[src/design/tclp_pkg.sv]
// ----------------------------------------------------------------------------
// tclp_pkg
// Shared types and constants of the text command line parser.
// ----------------------------------------------------------------------------
package tclp_pkg;

   // character codes
   localparam logic [7:0] CHAR_ZERO  = 8'h30;
   localparam logic [7:0] CHAR_NINE  = 8'h39;
   localparam logic [7:0] CHAR_EQUAL = 8'h3D;
   localparam logic [7:0] CHAR_QUERY = 8'h3F;
   localparam logic [7:0] CHAR_PLUS  = 8'h2B;
   localparam logic [7:0] CHAR_MINUS = 8'h2D;
   localparam logic [7:0] CHAR_DOT   = 8'h2E;
   localparam logic [7:0] CHAR_SPACE = 8'h20;
   localparam logic [7:0] CHAR_TAB   = 8'h09;
   localparam logic [7:0] CHAR_CR    = 8'h0D;
   localparam logic [7:0] CHAR_LF    = 8'h0A;
   localparam logic [7:0] CHAR_V     = 8'h76;
   localparam logic [7:0] CHAR_I     = 8'h69;
   localparam logic [7:0] CHAR_X     = 8'h78;
   localparam logic [7:0] CHAR_O     = 8'h6F;
   localparam logic [7:0] CHAR_S     = 8'h73;
   localparam logic [7:0] CHAR_H     = 8'h68;
   localparam logic [7:0] CASE_BIT   = 8'h20;

   localparam int ACC_W   = 32;  // integer and fraction accumulators
   localparam int DIV_W   = 34;  // holds 10^10
   localparam int VALUE_W = 49;
   localparam int CODE_W  = 3;
   localparam int POW_IDX_W = 4;

   typedef enum logic [5:0] {
      PH_LETTER = 6'b000001,
      PH_AFTER  = 6'b000010,
      PH_VSTART = 6'b000100,
      PH_INT    = 6'b001000,
      PH_FRAC   = 6'b010000,
      PH_SKIP   = 6'b100000
   } phase_type;

   typedef enum logic [2:0] {
      LT_NONE  = 3'd0,
      LT_V     = 3'd1,
      LT_I     = 3'd2,
      LT_X     = 3'd3,
      LT_O     = 3'd4,
      LT_S     = 3'd5,
      LT_H     = 3'd6,
      LT_OTHER = 3'd7
   } letter_type;

   typedef enum logic [1:0] {
      OC_NONE     = 2'd0,
      OC_EQUAL    = 2'd1,
      OC_ACCEPTED = 2'd2,
      OC_QUERY    = 2'd3
   } outcome_type;

   typedef enum logic [2:0] {
      CMD_NONE       = 3'd0,
      CMD_SET_VOLT   = 3'd1,
      CMD_SET_AMPS   = 3'd2,
      CMD_BIAS_CLEAR = 3'd3,
      CMD_BIAS_SET   = 3'd4
   } command_type;

   typedef enum logic [2:0] {
      RPL_NONE     = 3'd0,
      RPL_HELP     = 3'd1,
      RPL_UNKNOWN  = 3'd2,
      RPL_BAD      = 3'd3,
      RPL_STATE    = 3'd4,
      RPL_CURRENT  = 3'd5,
      RPL_VOLTAGE  = 3'd6,
      RPL_BIAS     = 3'd7
   } reply_type;

   // controller to datapath
   typedef struct packed {
      logic consume;
      logic div_start;
      logic div_step;
      logic load_out;
      logic clear_line;
   } ctrl_cmd_type;

   // datapath to controller
   typedef struct packed {
      logic line_blank;
      logic need_div;
      logic div_done;
      logic out_free;
   } dp_status_type;

   function automatic logic [DIV_W-1:0] pow10(input logic [POW_IDX_W-1:0] n);
      logic [DIV_W-1:0] p;
      unique case (n)
         4'd1:    p = 34'd10;
         4'd2:    p = 34'd100;
         4'd3:    p = 34'd1000;
         4'd4:    p = 34'd10000;
         4'd5:    p = 34'd100000;
         4'd6:    p = 34'd1000000;
         4'd7:    p = 34'd10000000;
         4'd8:    p = 34'd100000000;
         4'd9:    p = 34'd1000000000;
         4'd10:   p = 34'd10000000000;
         default: p = 34'd1;
      endcase
      return p;
   endfunction

endpackage

[src/design/tclp_if.sv]
// ----------------------------------------------------------------------------
// tclp channel interfaces
// Valid/ready channels for line bytes in and parsed results out.
// ----------------------------------------------------------------------------
interface tclp_req_if;
   logic       valid;
   logic       ready;
   logic [7:0] data_byte;
   logic       last_byte;

   modport source (output valid, output data_byte, output last_byte, input ready);
   modport sink   (input valid, input data_byte, input last_byte, output ready);
endinterface

interface tclp_rsp_if;
   logic               valid;
   logic               ready;
   logic [2:0]         command;
   logic signed [48:0] value_q16;
   logic [2:0]         reply_kind;

   modport source (output valid, output command, output value_q16, output reply_kind,
                   input ready);
   modport sink   (input valid, input command, input value_q16, input reply_kind,
                   output ready);
endinterface

[src/design/tclp_datapath.sv]
// ----------------------------------------------------------------------------
// tclp_datapath
// Byte parser state, fraction divider and result register.
// ----------------------------------------------------------------------------
module tclp_datapath #(
   parameter int MAX_DIGITS = 10,
   parameter int FRAC_BITS  = 16
) (
   input  logic                              clock,
   input  logic                              reset,
   input  tclp_pkg::ctrl_cmd_type            cmd,
   output tclp_pkg::dp_status_type           status,
   input  logic [7:0]                        data_byte,
   output logic                              rsp_valid,
   input  logic                              rsp_ready,
   output logic [tclp_pkg::CODE_W-1:0]       rsp_command,
   output logic signed [tclp_pkg::VALUE_W-1:0] rsp_value_q16,
   output logic [tclp_pkg::CODE_W-1:0]       rsp_reply_kind
);

   localparam int CNT_W = $clog2(MAX_DIGITS + 1);
   localparam int DVD_W = tclp_pkg::ACC_W + FRAC_BITS;
   localparam int STEP_W = $clog2(DVD_W);
   localparam int RW = tclp_pkg::DIV_W;

   // parse state
   tclp_pkg::phase_type   phase_ff, phase_in;
   tclp_pkg::letter_type  letter_ff, letter_in;
   tclp_pkg::outcome_type outcome_ff, outcome_in;
   logic                  neg_ff, neg_in;
   logic [31:0]           int_ff, int_in;
   logic [31:0]           frac_ff, frac_in;
   logic [CNT_W-1:0]      icnt_ff, icnt_in;
   logic [CNT_W-1:0]      fcnt_ff, fcnt_in;

   // divider
   logic [DVD_W-1:0]      quo_ff, quo_in;
   logic [RW-1:0]         rem_ff, rem_in;
   logic [RW-1:0]         dsr_ff, dsr_in;
   logic [STEP_W-1:0]     step_ff, step_in;

   // result register
   logic                  valid_ff, valid_in;
   logic [2:0]            command_ff, command_in;
   logic [tclp_pkg::VALUE_W-1:0] value_ff, value_in;
   logic [2:0]            reply_ff, reply_in;

   logic [7:0]            lower;
   logic                  is_space, is_digit, int_ok, frac_ok;
   logic [31:0]           digit;
   tclp_pkg::letter_type  code;
   logic [RW:0]           rem_sh;
   logic [63:0]           mag, signed_mag;
   logic [DVD_W-1:0]      quo_sel;
   tclp_pkg::command_type res_cmd;
   tclp_pkg::reply_type   res_reply;

   // character classes
   always_comb begin
      lower    = data_byte | tclp_pkg::CASE_BIT;
      is_space = (data_byte == tclp_pkg::CHAR_SPACE) || (data_byte == tclp_pkg::CHAR_TAB) ||
                 (data_byte == tclp_pkg::CHAR_CR) || (data_byte == tclp_pkg::CHAR_LF);
      is_digit = (data_byte >= tclp_pkg::CHAR_ZERO) && (data_byte <= tclp_pkg::CHAR_NINE);
      digit    = 32'(data_byte - tclp_pkg::CHAR_ZERO);
      int_ok   = is_digit && (icnt_ff < CNT_W'(MAX_DIGITS));
      frac_ok  = is_digit && (fcnt_ff < CNT_W'(MAX_DIGITS));
      priority if (lower == tclp_pkg::CHAR_V) code = tclp_pkg::LT_V;
      else if (lower == tclp_pkg::CHAR_I)     code = tclp_pkg::LT_I;
      else if (lower == tclp_pkg::CHAR_X)     code = tclp_pkg::LT_X;
      else if (lower == tclp_pkg::CHAR_O)     code = tclp_pkg::LT_O;
      else if (lower == tclp_pkg::CHAR_S)     code = tclp_pkg::LT_S;
      else if (lower == tclp_pkg::CHAR_H)     code = tclp_pkg::LT_H;
      else                                    code = tclp_pkg::LT_OTHER;
   end

   // parse state next values
   always_comb begin
      phase_in   = phase_ff;
      letter_in  = letter_ff;
      outcome_in = outcome_ff;
      neg_in     = neg_ff;
      int_in     = int_ff;
      frac_in    = frac_ff;
      icnt_in    = icnt_ff;
      fcnt_in    = fcnt_ff;
      priority if (cmd.clear_line) begin
         phase_in   = tclp_pkg::PH_LETTER;
         letter_in  = tclp_pkg::LT_NONE;
         outcome_in = tclp_pkg::OC_NONE;
         neg_in     = 1'b0;
         int_in     = '0;
         frac_in    = '0;
         icnt_in    = '0;
         fcnt_in    = '0;
      end else if (cmd.consume) begin
         unique case (phase_ff)
            tclp_pkg::PH_LETTER: begin
               if (!is_space) begin
                  letter_in = code;
                  phase_in  = (code == tclp_pkg::LT_H || code == tclp_pkg::LT_OTHER) ?
                              tclp_pkg::PH_SKIP : tclp_pkg::PH_AFTER;
               end
            end
            tclp_pkg::PH_AFTER: begin
               priority if (data_byte == tclp_pkg::CHAR_EQUAL) begin
                  outcome_in = tclp_pkg::OC_EQUAL;
                  phase_in   = tclp_pkg::PH_VSTART;
               end else if (data_byte == tclp_pkg::CHAR_QUERY) begin
                  outcome_in = tclp_pkg::OC_QUERY;
                  phase_in   = tclp_pkg::PH_SKIP;
               end else begin
                  phase_in = tclp_pkg::PH_SKIP;
               end
            end
            tclp_pkg::PH_VSTART, tclp_pkg::PH_INT: begin
               phase_in = tclp_pkg::PH_INT;
               priority if (phase_ff == tclp_pkg::PH_VSTART &&
                            data_byte == tclp_pkg::CHAR_PLUS) begin
                  outcome_in = tclp_pkg::OC_ACCEPTED;
               end else if (phase_ff == tclp_pkg::PH_VSTART &&
                            data_byte == tclp_pkg::CHAR_MINUS) begin
                  outcome_in = tclp_pkg::OC_ACCEPTED;
                  neg_in     = 1'b1;
               end else if (int_ok) begin
                  int_in     = {int_ff[28:0], 3'b000} + {int_ff[30:0], 1'b0} + digit;
                  icnt_in    = icnt_ff + CNT_W'(1);
                  outcome_in = tclp_pkg::OC_ACCEPTED;
               end else if (data_byte == tclp_pkg::CHAR_DOT) begin
                  outcome_in = tclp_pkg::OC_ACCEPTED;
                  phase_in   = tclp_pkg::PH_FRAC;
               end else begin
                  phase_in = tclp_pkg::PH_SKIP;
               end
            end
            tclp_pkg::PH_FRAC: begin
               if (frac_ok) begin
                  frac_in = {frac_ff[28:0], 3'b000} + {frac_ff[30:0], 1'b0} + digit;
                  fcnt_in = fcnt_ff + CNT_W'(1);
               end else begin
                  phase_in = tclp_pkg::PH_SKIP;
               end
            end
            tclp_pkg::PH_SKIP: ;
            default: phase_in = tclp_pkg::PH_SKIP;
         endcase
      end else begin
         // no byte this cycle, state holds
         phase_in = phase_ff;
      end
   end

   // restoring divider, one quotient bit per step
   always_comb begin
      quo_in  = quo_ff;
      rem_in  = rem_ff;
      dsr_in  = dsr_ff;
      step_in = step_ff;
      rem_sh  = {rem_ff, quo_ff[DVD_W-1]};
      if (cmd.div_start) begin
         quo_in  = {frac_ff, {FRAC_BITS{1'b0}}};
         rem_in  = '0;
         dsr_in  = tclp_pkg::pow10(tclp_pkg::POW_IDX_W'(fcnt_ff));
         step_in = '0;
      end else if (cmd.div_step) begin
         step_in = step_ff + STEP_W'(1);
         if (rem_sh >= {1'b0, dsr_ff}) begin
            rem_in = RW'(rem_sh - {1'b0, dsr_ff});
            quo_in = {quo_ff[DVD_W-2:0], 1'b1};
         end else begin
            rem_in = rem_sh[RW-1:0];
            quo_in = {quo_ff[DVD_W-2:0], 1'b0};
         end
      end
   end

   // result fields from the finished line
   always_comb begin
      res_cmd   = tclp_pkg::CMD_NONE;
      res_reply = tclp_pkg::RPL_UNKNOWN;
      unique case (letter_ff)
         tclp_pkg::LT_V, tclp_pkg::LT_I: begin
            unique case (outcome_ff)
               tclp_pkg::OC_ACCEPTED: begin
                  res_cmd   = (letter_ff == tclp_pkg::LT_V) ? tclp_pkg::CMD_SET_VOLT :
                                                              tclp_pkg::CMD_SET_AMPS;
                  res_reply = (letter_ff == tclp_pkg::LT_V) ? tclp_pkg::RPL_VOLTAGE :
                                                              tclp_pkg::RPL_CURRENT;
               end
               tclp_pkg::OC_QUERY:
                  res_reply = (letter_ff == tclp_pkg::LT_V) ? tclp_pkg::RPL_VOLTAGE :
                                                              tclp_pkg::RPL_CURRENT;
               tclp_pkg::OC_EQUAL: res_reply = tclp_pkg::RPL_BAD;
               default:            res_reply = tclp_pkg::RPL_UNKNOWN;
            endcase
         end
         tclp_pkg::LT_X, tclp_pkg::LT_O: begin
            res_cmd   = (letter_ff == tclp_pkg::LT_X) ? tclp_pkg::CMD_BIAS_CLEAR :
                                                        tclp_pkg::CMD_BIAS_SET;
            res_reply = (outcome_ff == tclp_pkg::OC_EQUAL) ? tclp_pkg::RPL_BAD :
                                                             tclp_pkg::RPL_BIAS;
         end
         tclp_pkg::LT_S:
            res_reply = (outcome_ff == tclp_pkg::OC_EQUAL) ? tclp_pkg::RPL_BAD :
                                                             tclp_pkg::RPL_STATE;
         tclp_pkg::LT_H: res_reply = tclp_pkg::RPL_HELP;
         default:        res_reply = tclp_pkg::RPL_UNKNOWN;
      endcase
   end

   // fixed point value: integer part plus rounded-down fraction, then sign
   always_comb begin
      quo_sel    = status.need_div ? quo_ff : '0;
      mag        = (64'(int_ff) << FRAC_BITS) + 64'(quo_sel);
      signed_mag = neg_ff ? (64'd0 - mag) : mag;
   end

   // result register
   always_comb begin
      valid_in   = valid_ff;
      command_in = command_ff;
      value_in   = value_ff;
      reply_in   = reply_ff;
      priority if (cmd.load_out) begin
         valid_in   = 1'b1;
         command_in = res_cmd;
         reply_in   = res_reply;
         value_in   = (res_cmd == tclp_pkg::CMD_SET_VOLT || res_cmd == tclp_pkg::CMD_SET_AMPS) ?
                      signed_mag[tclp_pkg::VALUE_W-1:0] : '0;
      end else if (rsp_ready) begin
         valid_in = 1'b0;
      end else begin
         // result waits for the receiver
         valid_in = valid_ff;
      end
   end

   always_comb begin
      status.line_blank = (phase_ff == tclp_pkg::PH_LETTER);
      status.need_div   = (letter_ff == tclp_pkg::LT_V || letter_ff == tclp_pkg::LT_I) &&
                          (outcome_ff == tclp_pkg::OC_ACCEPTED) && (fcnt_ff != '0);
      status.div_done   = (step_ff == STEP_W'(DVD_W - 1));
      status.out_free   = !valid_ff || rsp_ready;
   end

   always_ff @(posedge clock) begin
      if (reset) begin
         phase_ff   <= tclp_pkg::PH_LETTER;
         letter_ff  <= tclp_pkg::LT_NONE;
         outcome_ff <= tclp_pkg::OC_NONE;
         neg_ff     <= 1'b0;
         int_ff     <= '0;
         frac_ff    <= '0;
         icnt_ff    <= '0;
         fcnt_ff    <= '0;
         step_ff    <= '0;
         valid_ff   <= 1'b0;
      end else begin
         phase_ff   <= phase_in;
         letter_ff  <= letter_in;
         outcome_ff <= outcome_in;
         neg_ff     <= neg_in;
         int_ff     <= int_in;
         frac_ff    <= frac_in;
         icnt_ff    <= icnt_in;
         fcnt_ff    <= fcnt_in;
         step_ff    <= step_in;
         valid_ff   <= valid_in;
      end
   end

   always_ff @(posedge clock) begin
      quo_ff     <= quo_in;
      rem_ff     <= rem_in;
      dsr_ff     <= dsr_in;
      command_ff <= command_in;
      value_ff   <= value_in;
      reply_ff   <= reply_in;
   end

   assign rsp_valid      = valid_ff;
   assign rsp_command    = command_ff;
   assign rsp_value_q16  = signed'(value_ff);
   assign rsp_reply_kind = reply_ff;

endmodule

[src/design/tclp_controller.sv]
// ----------------------------------------------------------------------------
// tclp_controller
// Sequences byte intake, line-end evaluation, division and result load.
// ----------------------------------------------------------------------------
module tclp_controller (
   input  logic                    clock,
   input  logic                    reset,
   input  logic                    req_valid,
   input  logic                    req_last,
   output logic                    req_ready,
   input  tclp_pkg::dp_status_type status,
   output tclp_pkg::ctrl_cmd_type  cmd
);

   typedef enum logic [3:0] {
      ST_ACCEPT = 4'b0001,
      ST_END    = 4'b0010,
      ST_DIV    = 4'b0100,
      ST_LOAD   = 4'b1000
   } state_type;

   state_type state_ff, state_in;

   always_comb begin
      state_in  = state_ff;
      req_ready = 1'b0;
      cmd       = '0;
      unique case (state_ff)
         ST_ACCEPT: begin
            req_ready = 1'b1;
            if (req_valid) begin
               cmd.consume = 1'b1;
               if (req_last) state_in = ST_END;
            end
         end
         ST_END: begin
            priority if (status.line_blank) begin
               cmd.clear_line = 1'b1;
               state_in       = ST_ACCEPT;
            end else if (status.need_div) begin
               cmd.div_start = 1'b1;
               state_in      = ST_DIV;
            end else begin
               state_in = ST_LOAD;
            end
         end
         ST_DIV: begin
            cmd.div_step = 1'b1;
            if (status.div_done) state_in = ST_LOAD;
         end
         ST_LOAD: begin
            if (status.out_free) begin
               cmd.load_out   = 1'b1;
               cmd.clear_line = 1'b1;
               state_in       = ST_ACCEPT;
            end
         end
         default: state_in = ST_ACCEPT;
      endcase
   end

   always_ff @(posedge clock) begin
      if (reset) begin
         state_ff <= ST_ACCEPT;
      end else begin
         state_ff <= state_in;
      end
   end

endmodule

[src/design/text_command_line_parser_top.sv]
// ----------------------------------------------------------------------------
// text_command_line_parser_top
// Parses one command line per result: letter, optional signed Q32.FRAC value.
// ----------------------------------------------------------------------------
// usage
//   req_chan carries one ascii byte per transaction plus last_byte, which ends
//   the line. bytes are taken one per cycle while no line end is in progress.
//   rsp_chan carries at most one transaction per line: command, value_q16 and
//   reply_kind. a line of whitespace only gives no transaction.
// line end
//   after the last byte the block evaluates the line in ST_END, then runs the
//   restoring divider over a FRAC_BITS+32 bit quotient in ST_DIV when fraction
//   digits were given, then loads the result register in ST_LOAD once the
//   output register is free. req_ready is low from the last byte until that
//   load, so a line costs its length in bytes plus that window.
// reset
//   synchronous reset clears the parse state and empties the result register.
// stall
//   a waiting result stays in the output register while the next line's bytes
//   keep flowing; only a second line end waits until the result is taken.
// ----------------------------------------------------------------------------
module text_command_line_parser_top #(
   parameter int MAX_DIGITS = 10,
   parameter int FRAC_BITS  = 16
) (
   input logic       clock,
   input logic       reset,
   tclp_req_if.sink   req_chan,
   tclp_rsp_if.source rsp_chan
);

   tclp_pkg::ctrl_cmd_type  cmd;    // controller commands
   tclp_pkg::dp_status_type status; // datapath status

   // sequencing of intake, division and result load
   tclp_controller u_ctrl (
      .clock     (clock),
      .reset     (reset),
      .req_valid (req_chan.valid),
      .req_last  (req_chan.last_byte),
      .req_ready (req_chan.ready),
      .status    (status),
      .cmd       (cmd)
   );

   // parse registers, fraction divider and output register
   tclp_datapath #(
      .MAX_DIGITS (MAX_DIGITS),
      .FRAC_BITS  (FRAC_BITS)
   ) u_dp (
      .clock          (clock),
      .reset          (reset),
      .cmd            (cmd),
      .status         (status),
      .data_byte      (req_chan.data_byte),
      .rsp_valid      (rsp_chan.valid),
      .rsp_ready      (rsp_chan.ready),
      .rsp_command    (rsp_chan.command),
      .rsp_value_q16  (rsp_chan.value_q16),
      .rsp_reply_kind (rsp_chan.reply_kind)
   );

endmodule
[src/flat_wrapper.sv]
// flat-port wrapper written by rule: the top's interface ports become plain ports
module text_command_line_parser_top_flat 
#(
   parameter int MAX_DIGITS = 10,
   parameter int FRAC_BITS  = 16
)
  (clock, reset, req_chan_valid, req_chan_data_byte, req_chan_last_byte, req_chan_ready, rsp_chan_valid, rsp_chan_command, rsp_chan_value_q16, rsp_chan_reply_kind, rsp_chan_ready);
  tclp_req_if req_chan_i ();
  tclp_rsp_if rsp_chan_i ();
  input logic clock;
  input logic reset;
  input wire logic [$bits(req_chan_i.valid)-1:0] req_chan_valid;
  input wire logic [$bits(req_chan_i.data_byte)-1:0] req_chan_data_byte;
  input wire logic [$bits(req_chan_i.last_byte)-1:0] req_chan_last_byte;
  output wire logic [$bits(req_chan_i.ready)-1:0] req_chan_ready;
  output wire logic [$bits(rsp_chan_i.valid)-1:0] rsp_chan_valid;
  output wire logic [$bits(rsp_chan_i.command)-1:0] rsp_chan_command;
  output wire logic [$bits(rsp_chan_i.value_q16)-1:0] rsp_chan_value_q16;
  output wire logic [$bits(rsp_chan_i.reply_kind)-1:0] rsp_chan_reply_kind;
  input wire logic [$bits(rsp_chan_i.ready)-1:0] rsp_chan_ready;
  assign req_chan_i.valid = req_chan_valid;
  assign req_chan_i.data_byte = req_chan_data_byte;
  assign req_chan_i.last_byte = req_chan_last_byte;
  assign req_chan_ready = req_chan_i.ready;
  assign rsp_chan_valid = rsp_chan_i.valid;
  assign rsp_chan_command = rsp_chan_i.command;
  assign rsp_chan_value_q16 = rsp_chan_i.value_q16;
  assign rsp_chan_reply_kind = rsp_chan_i.reply_kind;
  assign rsp_chan_i.ready = rsp_chan_ready;
  text_command_line_parser_top #(.MAX_DIGITS(MAX_DIGITS), .FRAC_BITS(FRAC_BITS)) u_core (.clock(clock), .reset(reset), .req_chan(req_chan_i), .rsp_chan(rsp_chan_i));
endmodule
[config.mk]
export PLATFORM = sky130hd
export DESIGN_NAME = text_command_line_parser_top_flat
export DESIGN_NICKNAME = d
export VERILOG_FILES = /design/src/design/tclp_pkg.sv /design/src/design/tclp_if.sv /design/src/design/tclp_datapath.sv /design/src/design/tclp_controller.sv /design/src/design/text_command_line_parser_top.sv /design/src/flat_wrapper.sv
export SDC_FILE = /design/constraint.sdc
export NUM_CORES = 1
export LEC_CHECK = 0
export BUFFER_PORTS_ARGS = -buffer_cell sky130_fd_sc_hd__buf_2
export CAP_MARGIN = 40
export CORE_MARGIN = 2
export CORE_UTILIZATION = 45
export CTS_CLUSTER_SIZE = 25
export DETAILED_ROUTE_END_ITERATION = 8
export HOLD_SLACK_MARGIN = 0.06
export PLACE_DENSITY = 0.59
export SYNTH_ARGS = -nofsm -noshare
export SYNTH_HDL_FRONTEND = slang
export SYNTH_SLANG_ARGS = --single-unit
[constraint.sdc]
create_clock -name clock -period 9.8 [get_ports clock]
set_clock_uncertainty 0.2 [all_clocks]
set_input_delay 0.49 -clock clock [delete_from_list [all_inputs] [get_ports clock]]
set_output_delay 0.49 -clock clock [all_outputs]
set_load 0.02 [all_outputs]
* Word-level counts from Yosys, hierarchy flattened *
Memory sizes are Yosys's and may differ from the RTL's. A register that Yosys moved wholly into a read port is not among the register bits.
Cells that the tools add are included.

storage, ports and cells
  bits in latches = 0
  bits in writable memories = 0
  word-level logic and storage cells = 175
  memory bits (read-only) = 512
  output and inout port bits = 57
  input port bits = 13
  memories = 1
  register bits after elaboration = 266

cells by class
  add/sub/neg operators = 11
  divide/modulo/power cells = 0
  reductions and logical operators = 32
  bitwise gates (word level) = 4
  mux-type cells = 57
  shifts and indexed selects = 0
  equal/unequal tests = 47
  multipliers = 0
  magnitude comparators = 5

memory list
  name             depth  width  read ports  clocked after memory_dff  write ports  line            source
  (no name shown)  16     32     1           1                         0            tclp_pkg.sv:98  unique case (n)

operators by type and width
  kind                   count
  $mux 48                3
  $add 32x32->32         4
  $add 48x48->49         1
  $mux 49                1
  $sub 1x49->49 const A  1
  $eq 8x6->1 const B     6
  $mux 6                 8
  $eq 7x6->1 const B     6
  $ge 35x34->1           1
  $mux 34                1
  $sub 34x34->34         1
  $pmux 6 s5             1
  $eq 8x4->1 const B     3
  $mux 2                 12
  $mux 4                 6
  $mux 3                 6
  $pmux 4 s4             1
  $reduce_and 4->1       4
  $eq 3x3->1 const B     5
  $mux 1                 13
  $eq 6x6->1 const B     2
  $pmux 3 s2             2
  $pmux 3 s4             1
  $reduce_or 2->1        6
  33 further kinds       61

* Logic depth before layout (Yosys ltp) *
  depth in word-level cells = 12
  depth in mapped cells = 20
  gate-level depth less buffers = 17

* Modules after synthesis *
Synthesis repeated with hierarchy kept, for this count alone.

second synthesis, totals
  cells, all modules = 2212
  area total of the unflattened synthesis = 19403.6 µm²

by module, submodules not included
  module           sequential area each (µm²)  cells each  instances  area an instance (µm²)
  tclp_datapath    6216.0                      2174        1          19079.5
  tclp_controller  80.1                        38          1          324.1

* Worst setup path after synthesis *
Ideal clock, no wire load.

  path type = input to register
  start point = in req_chan_data_byte[4]
  end point = reg u_core.u_dp.int_ff[31]
  stages on the path = 14
  data required time = 9.469 ns
  buffers on the path = 0
  data arrival time = 8.582 ns
  setup time = 0.131 ns
  path slack = 0.886 ns
  cells stage by stage = ha_1 -> nor3_1 -> fa_1 -> ha_1 -> a211o_1 -> a211oi_1 -> nor3_1 -> o31a_1 -> a221oi_1 -> o21ai_0 -> a21oi_1 -> o2111ai_1 -> mux2i_1 -> nor3_1

between the ends
  cells in the longest elaborated chain, start to end = 4
  elaborated cells between the ends (all ways) = 13
  those cells by class = add/sub (2); order compare (2); eq/ne (2); bitwise (2); reduce/logical (5)

ends and longest elaborated chain
  what                                                    line                  source
  start: declaration                                      flat_wrapper.sv:13    input wire logic [$bits(req_chan_i.data_byte)-1:0] req_chan_data_byte;
  branches (longest 4 deep; another with $add 32x32->32)  -
  end signal: assignment                                  tclp_datapath.sv:262  int_ff <= int_in;
  end: declaration                                        tclp_datapath.sv:31   logic [31:0] int_ff, int_in;

Parallel ways; which one is timed is not known.
A chain may end at the register's enable or synchronous reset.

* Worst setup path after layout *
  start point = reg u_core.u_dp.letter_ff[1]
  end point = reg u_core.u_dp.value_ff, in the netlist u_core.u_dp.rsp_value_q16[47], data pin

between the ends
  cells in the longest elaborated chain, start to end = 8
  elaborated cells between the ends (all ways) = 20
  those cells by class = add/sub (2); eq/ne (6); mux (6); reduce/logical (6)

ends and longest elaborated chain
  what                                             line                                                              source
  start: declaration                               tclp_datapath.sv:28                                               tclp_pkg::letter_type letter_ff, letter_in;
  start signal: assignment                         tclp_datapath.sv:248                                              letter_ff <= tclp_pkg::LT_NONE;
  start signal: assignment                         tclp_datapath.sv:259                                              letter_ff <= letter_in;
  $eq 3x1->1 / $eq 3x2->1 (equally long branches)  tclp_datapath.sv:180, tclp_datapath.sv:184, tclp_datapath.sv:239
  $logic_or 1x1->1                                 tclp_datapath.sv:239                                              status.need_div = (letter_ff == tclp_pkg::LT_V || letter_ff == tclp_pkg::LT_I) &&
  $logic_and 1x1->1                                tclp_datapath.sv:239
  $logic_and 1x1->1                                tclp_datapath.sv:240                                              (outcome_ff == tclp_pkg::OC_ACCEPTED) && (fcnt_ff != '0);
  $mux 48                                          tclp_datapath.sv:212                                              quo_sel = status.need_div ? quo_ff : '0;
  $add 48x48->49                                   tclp_datapath.sv:213                                              mag = (64'(int_ff) << FRAC_BITS) + 64'(quo_sel);
  $sub 1x49->49                                    tclp_datapath.sv:214                                              signed_mag = neg_ff ? (64'd0 - mag) : mag;
  $mux 49                                          tclp_datapath.sv:214
  end signal: assignment                           tclp_datapath.sv:276                                              value_ff <= value_in;
  end: declaration                                 tclp_datapath.sv:45                                               logic [tclp_pkg::VALUE_W-1:0] value_ff, value_in;

Several ways; a longest one is shown, not always the timed one.

==> impl_metrics.json <==
{
  "cp_cell_sequence": "xnor2_1 > or3_1 > buf_4 > a21oi_2 > buf_4 > and2_1 > ha_1 > fa_1 > a21o_2 > a221oi_4 > o21ai_4 > a211o_1 > a211o_1 > a2111o_1 > nor3b_2 > nand4_2 > o31ai_2 > xor2_1 > nor2_1",
  "crit_type": "reg -> reg",
  "syn_nets": 2411,
  "post-route-cell-area_um2": 21240,
  "cts.htree.levels": 1,
  "outcome": "complete, no violations",
  "slew_violations": 0,
  "end_kind": "flop",
  "crit_family": "compound AO/OA/AOI/OAI gates",
  "p_per_area_nw_per_um2": 138.4,
  "cts_resized": 0,
  "ir_drop_v": 0.0001297,
  "layout-drive-gt1-share_pct": 8.929,
  "fillerInstances": 4038,
  "synth_warnings": 0,
  "grt_setup_unrepaired": "false",
  "grt_pass1_wl_mm": 78.72,
  "critPathRequiredTime_ns": 9.90,
  "n_antenna_cell": 0,
  "die_x_um": 211.5,
  "drt-met1-wl_mm": 24.18,
  "route.met2.wl_mm": 20.78,
  "cts-root-buf": "clkbuf_16",
  "p_leak_uw": 0.008944,
  "hold_path_startpoint": "req_chan_data_byte[0]",
  "antenna_found_initial": 0,
  "dp_hpwl_mm": 36.09,
  "io-pin-count": 70,
  "hold_violations": 0,
  "fmax_ghz": 0.1768,
  "r2r_start": "u_core.u_dp.letter_ff[1]",
  "crit_buf_inv": 2,
  "final_cell_mix": "nand2_1 (276), nor2_1 (177), a21oi_1 (170)",
  "gp_congestion": 0.8734,
  "core.rowCount": 76,
  "maxSlewHeadroom_pct": 46.08,
  "crit_slowest_cell": "dfxtp_1",
  "cts_buffers": 29,
  "ys_seq_elements": 258,
  "drt-total-wl_mm": 47.60,
  "grt_max_degree": 75,
  "whs_ns": 0.1111,
  "synth_cell_type_count": 106,
  "avgSynthCellArea_um2": 8.811,
  "top_layer_used": "met4",
  "grt_pass1_vias": 15190,
  "r2r_cells": 19,
  "design.die.area_um2": 44730,
  "setup_viol": 0,
  "drtIter0Drc": 1299,
  "clockBufferDepth": 3,
  "rrSetupSlack_ns": 4.14,
  "syn-cell-area_um2": 19370,
  "vias": 15900,
  "slowest_delay_ns": 0.50,
  "min_period_over_period_pct": 57.72,
  "coreArea_um2": 42790,
  "worstSkewPairLatency_ns": 0.57,
  "finalSetupTns_ns": 0,
  "cp-start-kind": "flop",
  "tightest_slew_ns": 0.8014,
  "hold_class": "in -> reg",
  "viasPerCell": 5.684,
  "clk_pin_slew_ns": 0.06,
  "min_delay_path_depth": 3,
  "hold_end": "u_core.u_dp.frac_ff[0]",
  "ant_nets": 0,
  "layout-area-overhead-vs-synth_pct": 9.629,
  "final_nets": 2440,
  "synth_edf_count": 113,
  "syn-instance-count": 2199,
  "wl_met3_mm": 1.672,
  "avgRoutedWirePerCell_um": 17.02,
  "io_buffers": 69,
  "drc_errors": 0,
  "final_common_cell": "nand2_1",
  "synth_seq_area_share_pct": 32.50,
  "firstDrtPassIters": 5,
  "worstPathArrival_ns": 5.75,
  "clock_sinks": 258,
  "maxCapViolations": 0,
  "start_util_pct": 45.28,
  "cp_max_fo": 43,
  "synth_ff_type": "dfxtp_1",
  "cts_tree": "yes",
  "die_h_um": 211.5,
  "grt_usage_pct": 21.45,
  "post_dp_cell_area_um2": 20190,
  "async_flop_share_pct": 0,
  "final_util_pct": 49.64,
  "grt-ovfl-total": 0,
  "r2r_end": "u_core.u_dp.rsp_value_q16[47]",
  "post-route-min-period_ns": 5.657
}
-- synthesized netlist by cell type (49+ instances only) --
master,count,area (um^2)
edfxtp_1,113,3393
a21o_1,59,442.9
dfxtp_1,145,2903
ha_1,139,1739
nor2_1,177,664.4
nor3_1,50,250.2
xor2_1,70,613.1
fa_1,60,1201
inv_1,100,375.4
nand2_1,276,1036
a21oi_1,171,855.8
xnor2_1,86,753.2
nand3_1,49,245.2
o21ai_0,116,580.6
clkbuf_1,78,292.8
-- metrics by stage --
stage	worst slack [ns]	power [uW]	cells
3_5_place_dp	4.141	1793	2741
6_report	4.143	2940	2797
2_1_floorplan	0.8864	1654	2199
5_1_grt	3.729	3081	2797
4_1_cts	4.100	2966	2797
3_3_place_gp	4.270	1786	2738
-- sequential cells by signal, summed over array words and instances, names as in the netlist, 6 cells and up --
| register | count |
|---|---|
| u_core.u_dp.rsp_value_q16 | 49 |
| u_core.u_dp.frac_ff | 32 |
| u_core.u_dp.step_ff | 6 |
| u_core.u_dp.dsr_ff | 26 |
| u_core.u_dp.phase_ff | 6 |
| u_core.u_dp.quo_ff | 48 |
| u_core.u_dp.int_ff | 32 |
| u_core.u_dp.rem_ff | 34 |
-- final cells by class --
cell class,count,area [um^2],area share (%)
flip-flops and latches,258,6297,29.65
clock inverters,23,289.0,1.361
multi-input cells,1746,12300,57.93
clock buffers,31,743.2,3.499
repair buffers,93,548.0,2.580
inverters,100,375.4,1.767
well taps,546,683.2,3.216
-- timing repair --
item                       CTS  global route
setup buffers                0             0
setup endpoints to repair    0             0
hold buffers                 2             0
hold endpoints to repair     3             0
-- tightest hold or removal path: stages --
cell and delay, ns:
buf_2 0.19, nand2_1 0.09, a21oi_1 0.05
-- layer usage --
layer / up-vias / track usage (%)
li1: 7996 / -
met1: 7543 / 31.92
met2: 296 / 33.46
met3: 64 / 1.943
met4: 0 / 5.415
met5: - / 0
-- cell families (layout without fill, tap and decap cells) --
family	count (synthesis)	in the layout	synth area share, %
buf+inv	195	247	4.185
flops	258	258	32.50
fa+ha+maj	199	199	15.18
compound gates	621	621	21.54
simple gates	750	750	18.42
mux	19	19	0.9945
xor+xnor	157	157	7.194
-- power by group --
part / internal [uW] / switching, uW
Clock: 709 / 456
Sequential: 1210 / 73.6
Combinational: 182 / 307
-- worst max path at each step --
stage,startpoint,endpoint,slack [ns],cells past startpoint
final,u_core.u_dp.letter_ff[1],u_core.u_dp.rsp_value_q16[47],4.14,19
after global routing,u_core.u_dp.letter_ff[1],u_core.u_dp.rsp_value_q16[48],3.73,18
after CTS,u_core.u_dp.letter_ff[1],u_core.u_dp.rsp_value_q16[48],4.10,18
after detailed placement,u_core.u_dp.letter_ff[1],u_core.u_dp.rsp_value_q16[48],4.14,18
after global placement,u_core.u_dp.letter_ff[1],u_core.u_dp.rsp_value_q16[47],4.27,19
after floorplan,req_chan_data_byte[4],u_core.u_dp.int_ff[31],0.89,14
No activity file was read; power rests on OpenSTA's default activity.
